[src/hw/rtl/b2da_pkg.sv]
// Shared constants and a helper for the binary to decimal ASCII converter.
package b2da_pkg;

	localparam int VALUE_BITS_DEFAULT = 64;
	localparam int IN_WIDTH           = 64;
	localparam int ASCII_WIDTH        = 6;
	localparam int STEP_BITS          = 4;
	localparam int MAX_DIGITS         = 20;
	localparam logic [ASCII_WIDTH-1:0] ASCII_ZERO = 6'd48;

	function automatic int dec_digits(input int bits);
		logic [63:0] v;
		int n;
		v = (bits >= 64) ? {64{1'b1}} : ((64'd1 << bits) - 64'd1);
		n = 0;
		for (int i = 0; i < MAX_DIGITS; i++) begin
			if (v != 64'd0) begin
				n = n + 1;
				v = v / 64'd10;
			end
		end
		return (n < 1) ? 1 : n;
	endfunction

endpackage

[src/hw/rtl/b2da_dabble_stage.sv]
// One pipeline stage of double dabble: several shift and add-3 steps, registered.
module b2da_dabble_stage import b2da_pkg::*; #(
	parameter int NDIG = MAX_DIGITS,
	parameter int PAD  = IN_WIDTH
) (
	input  logic              clk,
	input  logic              arst_n,
	input  logic              adv,
	input  logic              in_valid,
	input  logic [PAD-1:0]    in_bin,
	input  logic [NDIG*4-1:0] in_bcd,
	output logic              out_valid,
	output logic [PAD-1:0]    out_bin,
	output logic [NDIG*4-1:0] out_bcd
);

	logic [PAD-1:0]    bin_nx;
	logic [NDIG*4-1:0] bcd_nx;

	always_comb begin
		bin_nx = in_bin;
		bcd_nx = in_bcd;
		for (int s = 0; s < STEP_BITS; s++) begin
			for (int d = 0; d < NDIG; d++) begin
				if (bcd_nx[d*4 +: 4] >= 4'd5) begin
					bcd_nx[d*4 +: 4] = bcd_nx[d*4 +: 4] + 4'd3;
				end
			end
			bcd_nx = {bcd_nx[NDIG*4-2:0], bin_nx[PAD-1]};
			bin_nx = {bin_nx[PAD-2:0], 1'b0};
		end
	end

	always_ff @(posedge clk or negedge arst_n) begin
		if (!arst_n) begin
			out_valid <= 1'b0;
		end else if (adv) begin
			out_valid <= in_valid;
		end
	end

	always_ff @(posedge clk) begin
		if (adv) begin
			out_bin <= bin_nx;
			out_bcd <= bcd_nx;
		end
	end

endmodule

[src/hw/rtl/b2da_digit_emit.sv]
// Digit emitter: drops leading zeros, sends a value's digits in ASCII.
module b2da_digit_emit import b2da_pkg::*; #(
	parameter int NDIG = MAX_DIGITS
) (
	input  logic                   clk,
	input  logic                   arst_n,
	input  logic                   load,
	input  logic [NDIG*4-1:0]      load_bcd,
	output logic                   can_load,
	output logic                   digit_valid,
	input  logic                   digit_stall,
	output logic [ASCII_WIDTH-1:0] ascii_digit,
	output logic                   last
);

	localparam int CW = (NDIG > 1) ? $clog2(NDIG) : 1;
	localparam logic [CW-1:0] CNT_TOP = CW'(NDIG - 1);

	logic [NDIG*4-1:0]      bcd_q;
	logic [CW-1:0]          cnt_q;
	logic                   busy_q;
	logic                   lead_q;
	logic                   out_valid_q;
	logic [ASCII_WIDTH-1:0] out_digit_q;
	logic                   out_last_q;
	logic [3:0]             top;
	logic                   take;
	logic                   out_free;
	logic                   skip;
	logic                   emit;

	assign top      = bcd_q[NDIG*4-1 -: 4];
	assign take     = out_valid_q && !digit_stall;
	assign out_free = !out_valid_q || take;
	assign skip     = busy_q && lead_q && (top == 4'd0) && (cnt_q != '0);
	assign emit     = busy_q && !skip && out_free;
	assign can_load = !busy_q;

	always_ff @(posedge clk or negedge arst_n) begin
		if (!arst_n) begin
			busy_q      <= 1'b0;
			lead_q      <= 1'b0;
			cnt_q       <= '0;
			out_valid_q <= 1'b0;
		end else begin
			if (load) begin
				busy_q <= 1'b1;
				lead_q <= 1'b1;
				cnt_q  <= CNT_TOP;
			end else if (skip) begin
				cnt_q <= cnt_q - 1'b1;
			end else if (emit) begin
				lead_q <= 1'b0;
				cnt_q  <= cnt_q - 1'b1;
				if (cnt_q == '0) begin
					busy_q <= 1'b0;
				end
			end
			if (emit) begin
				out_valid_q <= 1'b1;
			end else if (take) begin
				out_valid_q <= 1'b0;
			end
		end
	end

	always_ff @(posedge clk) begin
		if (load) begin
			bcd_q <= load_bcd;
		end else if (skip || emit) begin
			bcd_q <= {bcd_q[NDIG*4-5:0], 4'd0};
		end
		if (emit) begin
			out_digit_q <= ASCII_ZERO + {2'b00, top};
			out_last_q  <= (cnt_q == '0);
		end
	end

	assign digit_valid = out_valid_q;
	assign ascii_digit = out_digit_q;
	assign last        = out_last_q;

	a_digit_range: assert property (@(posedge clk) disable iff (!arst_n)
		out_valid_q |-> (out_digit_q >= ASCII_ZERO) && (out_digit_q <= ASCII_ZERO + 6'd9))
		else $error("digit out of range");

	a_load_busy: assert property (@(posedge clk) disable iff (!arst_n)
		load |=> busy_q && lead_q)
		else $error("load did not start a run");

	a_run_end: assert property (@(posedge clk) disable iff (!arst_n)
		emit && (cnt_q == '0) |=> !busy_q && out_valid_q && out_last_q)
		else $error("run end not flagged");

	a_no_load_busy: assert property (@(posedge clk) disable iff (!arst_n)
		load |-> !busy_q)
		else $error("load while busy");

endmodule

[src/hw/rtl/binary_to_decimal_ascii_core.sv]
// Top level: pipelined double dabble converter feeding a decimal digit emitter.
// Converts an unsigned VALUE_BITS number to ASCII decimal digits, most significant first,
// no leading zeros, with last set on the final digit. The conversion runs in a pipeline
// of ceil(VALUE_BITS/4) stages (four shift/add-3 steps each). The emitter walks every
// digit position once, one per cycle while the output is not stalled, dropping leading
// zeros and sending the rest; it covers NDIG positions per value (20 for 64 bits) and
// takes the next value only after the last digit of the previous one, so a value waiting
// at the end of the pipeline stalls all stages and the input.
module binary_to_decimal_ascii_core import b2da_pkg::*; #(
	parameter int VALUE_BITS = VALUE_BITS_DEFAULT
) (
	input  logic                   clk,
	input  logic                   arst_n,
	input  logic                   value_valid,
	output logic                   value_stall,
	input  logic [IN_WIDTH-1:0]    value,
	output logic                   digit_valid,
	input  logic                   digit_stall,
	output logic [ASCII_WIDTH-1:0] ascii_digit,
	output logic                   last
);

	localparam int NDIG   = dec_digits(VALUE_BITS);
	localparam int NSTAGE = (VALUE_BITS + STEP_BITS - 1) / STEP_BITS;
	localparam int PAD    = NSTAGE * STEP_BITS;

	logic              pipe_valid [NSTAGE+1];
	logic [PAD-1:0]    pipe_bin   [NSTAGE+1];
	logic [NDIG*4-1:0] pipe_bcd   [NSTAGE+1];
	logic              adv;
	logic              can_load;
	logic              load;

	always_comb begin
		pipe_bin[0]                 = '0;
		pipe_bin[0][VALUE_BITS-1:0] = value[VALUE_BITS-1:0];
	end
	assign pipe_valid[0] = value_valid;
	assign pipe_bcd[0]   = '0;

	assign load        = pipe_valid[NSTAGE] && can_load;
	assign adv         = !pipe_valid[NSTAGE] || can_load;
	assign value_stall = !adv;

	for (genvar k = 0; k < NSTAGE; k++) begin : g_stage
		b2da_dabble_stage #(
			.NDIG (NDIG),
			.PAD  (PAD)
		) u_stage (
			.clk       (clk),
			.arst_n    (arst_n),
			.adv       (adv),
			.in_valid  (pipe_valid[k]),
			.in_bin    (pipe_bin[k]),
			.in_bcd    (pipe_bcd[k]),
			.out_valid (pipe_valid[k+1]),
			.out_bin   (pipe_bin[k+1]),
			.out_bcd   (pipe_bcd[k+1])
		);
	end

	b2da_digit_emit #(
		.NDIG (NDIG)
	) u_emit (
		.clk         (clk),
		.arst_n      (arst_n),
		.load        (load),
		.load_bcd    (pipe_bcd[NSTAGE]),
		.can_load    (can_load),
		.digit_valid (digit_valid),
		.digit_stall (digit_stall),
		.ascii_digit (ascii_digit),
		.last        (last)
	);

endmodule

[config.mk]
export PLATFORM = sky130hd
export DESIGN_NAME = binary_to_decimal_ascii_core
export DESIGN_NICKNAME = d
export VERILOG_FILES = /design/src/hw/rtl/b2da_pkg.sv /design/src/hw/rtl/b2da_dabble_stage.sv /design/src/hw/rtl/b2da_digit_emit.sv /design/src/hw/rtl/binary_to_decimal_ascii_core.sv
export SDC_FILE = /design/constraint.sdc
export NUM_CORES = 2
export LEC_CHECK = 0
export ABC_AREA = 1
export BUFFER_PORTS_ARGS = -buffer_cell sky130_fd_sc_hd__clkbuf_2
export CAP_MARGIN = 20
export CORE_ASPECT_RATIO = 1.1
export CORE_UTILIZATION = 35
export DETAILED_ROUTE_END_ITERATION = 7
export PLACE_DENSITY_LB_ADDON = 0.2
export REMOVE_ABC_BUFFERS = 1
export SLEW_MARGIN = 25
export SYNTH_ARGS = -nofsm -noshare
export SYNTH_HDL_FRONTEND = slang
export SYNTH_SLANG_ARGS = --single-unit
[constraint.sdc]
create_clock -name clk -period 38.6 [get_ports clk]
set_input_delay 7.72 -clock clk [delete_from_list [all_inputs] [get_ports clk]]
set_output_delay 7.72 -clock clk [all_outputs]
set_load 0.03 [all_outputs]
# ---- Word level (Yosys, flattened, before mapping)
# Index checks and enable logic that the tools add are counted.
dict set report totals {
  register_bits 1691
  latchBits 0
  ramBits 0
  rom_bits 0
  input_bits 68
  memories 0
}
dict set report classes {
  add_sub_neg 1072
  multipliers 0
  div 0
  n_lt_le_gt_ge 1070
  n_eq_ne 1
  n_shift 0
  n_mux 1084
  bitwise_logic 0
  n_reduce_logical 26
}
# cell count
set op_table {}
lappend op_table {{4-bit by 3-bit greater-or-equal comparator with 1-bit output, second input constant} 1050}
lappend op_table {{4-bit two-way mux} 1021}
lappend op_table {{4-bit by 2-bit adder with 4-bit output, second input constant} 1007}
lappend op_table {{80-bit two-way mux} 2}
lappend op_table {{3-bit two-way mux} 44}
lappend op_table {{3-bit by 2-bit adder with 3-bit output, second input constant} 43}
lappend op_table {{1-bit by 2-bit adder with 3-bit output, second input constant} 15}
lappend op_table {{1-bit by 3-bit greater-or-equal comparator with 1-bit output, second input constant} 15}
lappend op_table {{1-bit by 2-bit adder with 3-bit output, both inputs constant} 5}
lappend op_table {{1-bit by 3-bit greater-or-equal comparator with 1-bit output, both inputs constant} 5}
lappend op_table {{5-bit two-way mux} 3}
lappend op_table {{1-bit two-way mux} 14}
lappend op_table {{2-bit nonzero test} 4}
lappend op_table {{1-bit logical AND} 7}
lappend op_table {{5-bit by 5-bit adder with 6-bit output, first input constant} 1}
lappend op_table {{1-bit logical NOT} 6}
lappend op_table {{5-bit logical NOT} 1}
lappend op_table {{5-bit nonzero test} 1}
lappend op_table {{5-bit by 1-bit subtractor with 5-bit output, second input constant} 1}
lappend op_table {{4-bit logical NOT} 1}
lappend op_table {{1-bit logical OR} 3}
lappend op_table {{3-bit AND reduction} 1}
lappend op_table {{3-bit nonzero test} 1}
lappend op_table {{2-bit inequality test, second input constant} 1}
lappend op_table {{2-bit AND reduction} 1}

# ---- Logic depth before layout (Yosys ltp)
dict set report depth {
  ltp_word 9
  mapped_depth 27
}

# ---- Cells and area by module
# From an unflattened synthesis, not the netlist that was laid out.
dict set report hier_totals {
  hier_cells 28791
  hier_area_um2 206523.1
}
# module instances cells_per_inst area_each_um2 seq_area_each_um2
set modules_own_cells {}
lappend modules_own_cells {b2da_dabble_stage 16 1774 12653.4 4229.1}
lappend modules_own_cells {b2da_digit_emit 1 400 4040.1 2752.6}
lappend modules_own_cells {binary_to_decimal_ascii_core 1 7 28.8 0.0}

# ---- Worst setup path after synthesis
# OpenSTA, ideal clock, no wires.
dict set report synth_timing {
  path_kind {reg2reg}
  startpoint {reg u_emit.busy_q}
  endpoint {reg g_stage[0].u_stage.out_bcd[0], enable pin}
  setup_time_ns 2.018
  arrival_time_ns 32.707
  required_ns 36.582
  path_slack_ns 3.875
  path_stages_with_launch 3
  path_cell_list {dfrtp_1 nand2_1 clkbuf_1}
}
dict set report synth_between {
  elab_chain_len 2
}
# element line
set synth_rtl {}
lappend synth_rtl {{from (decl)} b2da_digit_emit.sv:21} ;# logic busy_q;
lappend synth_rtl {{from (signal assigned)} b2da_digit_emit.sv:41} ;# busy_q <= 1'b0;
lappend synth_rtl {{from (signal assigned)} b2da_digit_emit.sv:47} ;# busy_q <= 1'b1;
lappend synth_rtl {{from (signal assigned)} b2da_digit_emit.sv:56} ;# busy_q <= 1'b0;
lappend synth_rtl {{1-bit logical NOT} b2da_digit_emit.sv:37} ;# assign can_load = !busy_q;
lappend synth_rtl {{1-bit logical OR} binary_to_decimal_ascii_core.sv:42} ;# assign adv = !pipe_valid[NSTAGE] || can_load;
lappend synth_rtl {{to (signal assigned)} b2da_dabble_stage.sv:45} ;# out_bcd <= bcd_nx;
lappend synth_rtl {{to (decl)} b2da_dabble_stage.sv:14} ;# output logic [NDIG*4-1:0] out_bcd
# Every way passes these cells.
# A chain may end at the register's enable or synchronous reset.

# ---- Final worst setup path
dict set report layout_timing {
  startpoint {reg u_emit.busy_q}
  endpoint {out value_stall}
}
dict set report layout_between {
  elab_chain_len 3
}
# element line
set layout_rtl {}
lappend layout_rtl {{1-bit logical NOT} b2da_digit_emit.sv:37}
lappend layout_rtl {{1-bit logical OR} binary_to_decimal_ascii_core.sv:42}
lappend layout_rtl {{1-bit logical NOT} binary_to_decimal_ascii_core.sv:43} ;# assign value_stall = !adv;
lappend layout_rtl {{to (decl)} binary_to_decimal_ascii_core.sv:15} ;# output logic value_stall,
# Every way passes these cells.

==> impl_metrics.ini <==
[status]
status = finished, final reports clean

[timing]
max_slew_margin_pct = 34.4
finalSetupViolations = 0
min_period_over_period_pct = 26.6
skew_ns = 0.0644
slew_violations = 0
fin_crit_ns = 10.28
worst_slack_ns = 28.32
rsz0062_at_grt = false
hold_viol_final = 0
fmax_ghz = 0.0972
max_slew.worst_pin.slew_ns = 0.984

[setup_path]
cp.required_ns = 30.88
crit_type = reg2out
critPathLaunchType = flip-flop
r2r_start = u_emit.busy_q
crit_path_end_kind = output port
worstPathArrival_ns = 2.56
startpoint = u_emit.busy_q
path_max_fanout = 64
reg2reg_slack_ns = 32.27

[global_routing]
gr-total-overflow = 0
grt_max_degree = 148
track_usage_pct = 11.5
antenna_found_initial = 1
grt_pass1_wl_mm = 312
grt_pass1_vias = 78100

[logic_synthesis]
synth_largest_area_cell = edfxtp_1
synth_area_um2 = 103000
synth-warning-count = 0
async_reset_ff_share_pct = 1.85
synth_edf_count = 1275
synth_top_area_share_pct = 37.1
ys_seq_area_share_pct = 37.6
synth_area_leaders = edfxtp_1 (37%), nand2_1 (21%), inv_1 (9.1%), nand3_1 (8.2%), ha_1 (7.4%)
synth_cells = 14600
ys_types = 51
synth_ff_type = edfxtp_1
synth-seq-cells = 1299
avgSynthCellArea_um2 = 7.09

[placement]
dp_hpwl_mm = 131
dp_cells = 18500
dp_slack_ns = 28.90
dpl-instance-area_um2 = 109000
place_congestion = 0.772
portBuffers = 74

[routing]
drc = 0
antenna_left = 0
drt_iter0_markers = 2838
wl_mm = 172
firstDrtPassIters = 8
viasPerCell = 4.53
wl_per_cell_um = 9.13
vias = 85200

[finish]
syn_to_final_growth_pct = 10.4
layout-drive-gt1-share_pct = 6.40
layout_commonest_cell = nand2_1
most-common-layout-cells = nand2_1 (5,874), inv_1 (2,496), nand3_1 (1,683), edfxtp_1 (1,275), ha_1 (610)
design_area_um2 = 114000
final_nets = 15500
final_cells = 18800

[clock_tree]
cts_inserted_buffers = 166
postCtsHoldBufs = 0
path_clk_slew_ns = 0.06
cts-root-buf = clkbuf_16
clock_path_buffers = 4
post_cts_resized = 0
clk_latency_ns = 0.86
tritoncts = yes
clkSinkCount = 1299
h-tree-depth = 4
cts_setup_buffers = 0

[floorplan]
initial_core_util_pct = 35.3
die_w_um = 520
die_h_um = 572
die-area_um2 = 297000
core_region_area_um2 = 293000
io_pins = 77
fp-row-count = 208

[hold_path]
min_path_type = reg2reg
hp-start = g_stage[4].u_stage.out_bin[52]

[run]
maxCapViolations = 0
layer usage:
| layer | GRT usage (%) | part of all wire, % |
|---|---|---|
| met5 | 0 | 0 |
| met1 | 12.5 | 44 |
| met3 | 1.73 | 2.6 |
| met2 | 22.9 | 51 |
| met4 | 2.82 | 2.0 |
through the flow:
step | hold WS [ns] | util [%] | TNS [ns]
after floorplan | 0.400 | - | -4.42
after CTS | 0.390 | 38.9 | 0
after global placement | 0.401 | 37.1 | 0
final | 0.401 | 38.9 | 0
after global routing | 0.393 | 38.9 | 0
after detailed placement | 0.405 | 37.1 | 0
synthesized netlist by cell type (all sizes together), types with 22 or more instances:
| cell | n |
|---|---|
| nand2 | 6221 |
| inv | 2518 |
| nand3 | 1843 |
| edfxtp | 1275 |
| ha | 610 |
| o21ai | 540 |
| nand4 | 505 |
| xor2 | 238 |
| nor2 | 206 |
| a21o | 104 |
| nand3b | 98 |
| a21oi | 97 |
| and2 | 91 |
| xnor2 | 41 |
| o21bai | 40 |
| dfrtp | 24 |
| a31o | 22 |
cell families after synthesis:
group / count (synthesis) / share of synthesized area, %
AO/OA/AOI/OAI: 855 / 4.86
XOR/XNOR: 279 / 2.49
adder cells (fa/ha/maj): 610 / 7.39
buffers and inverters: 2541 / 9.24
flip-flops: 1299 / 37.6
other: 1 / 0.00363
AND/OR/NAND/NOR: 8978 / 38.4
state kept, by name, summed over array words and instances (netlist names):
signal / count
g_stage.u_stage.out_bcd: 710
g_stage.u_stage.out_valid: 16
u_emit.bcd_q: 80
u_emit.lead_q: 1
g_stage.u_stage.out_bin: 480
u_emit.digit_valid: 1
u_emit.cnt_q: 5
u_emit.busy_q: 1
u_emit.ascii_digit: 4
u_emit.last: 1
critical path, stage by stage, from the launching register on:
cell and delay [ns]:
dfrtp_1 0.41, nand2_4 0.59, inv_1 0.43, clkbuf_2 0.29
area by class of cell:
| type | count | area, µm² |
|---|---|---|
| sequential | 1299 | 38900 |
| antenna | 1 | 2.50 |
| inverter | 2520 | 9460 |
| timing repair buffer | 93 | 526 |
| clock buffer | 205 | 4420 |
| clock inverter | 93 | 952 |
| tap | 3885 | 4860 |
| fill | 30300 | 179000 |
| multi-input combinational | 10700 | 54900 |
final timing paths:
check | end | cells past startpoint
max in group asynchronous | u_emit.cnt_q[1] | 1
worst min-delay path | g_stage[5].u_stage.out_bin[56] | 0
worst max register to register | g_stage[3].u_stage.out_bin[38] | 7
worst min register to register | g_stage[5].u_stage.out_bin[56] | 0
min in group asynchronous | g_stage[0].u_stage.out_valid | 1
worst max-delay path | value_stall | 3
Power is left out: the tool's default activity adds up to more than one toggle a clock period on the data nets, which glitch-free logic cannot reach.
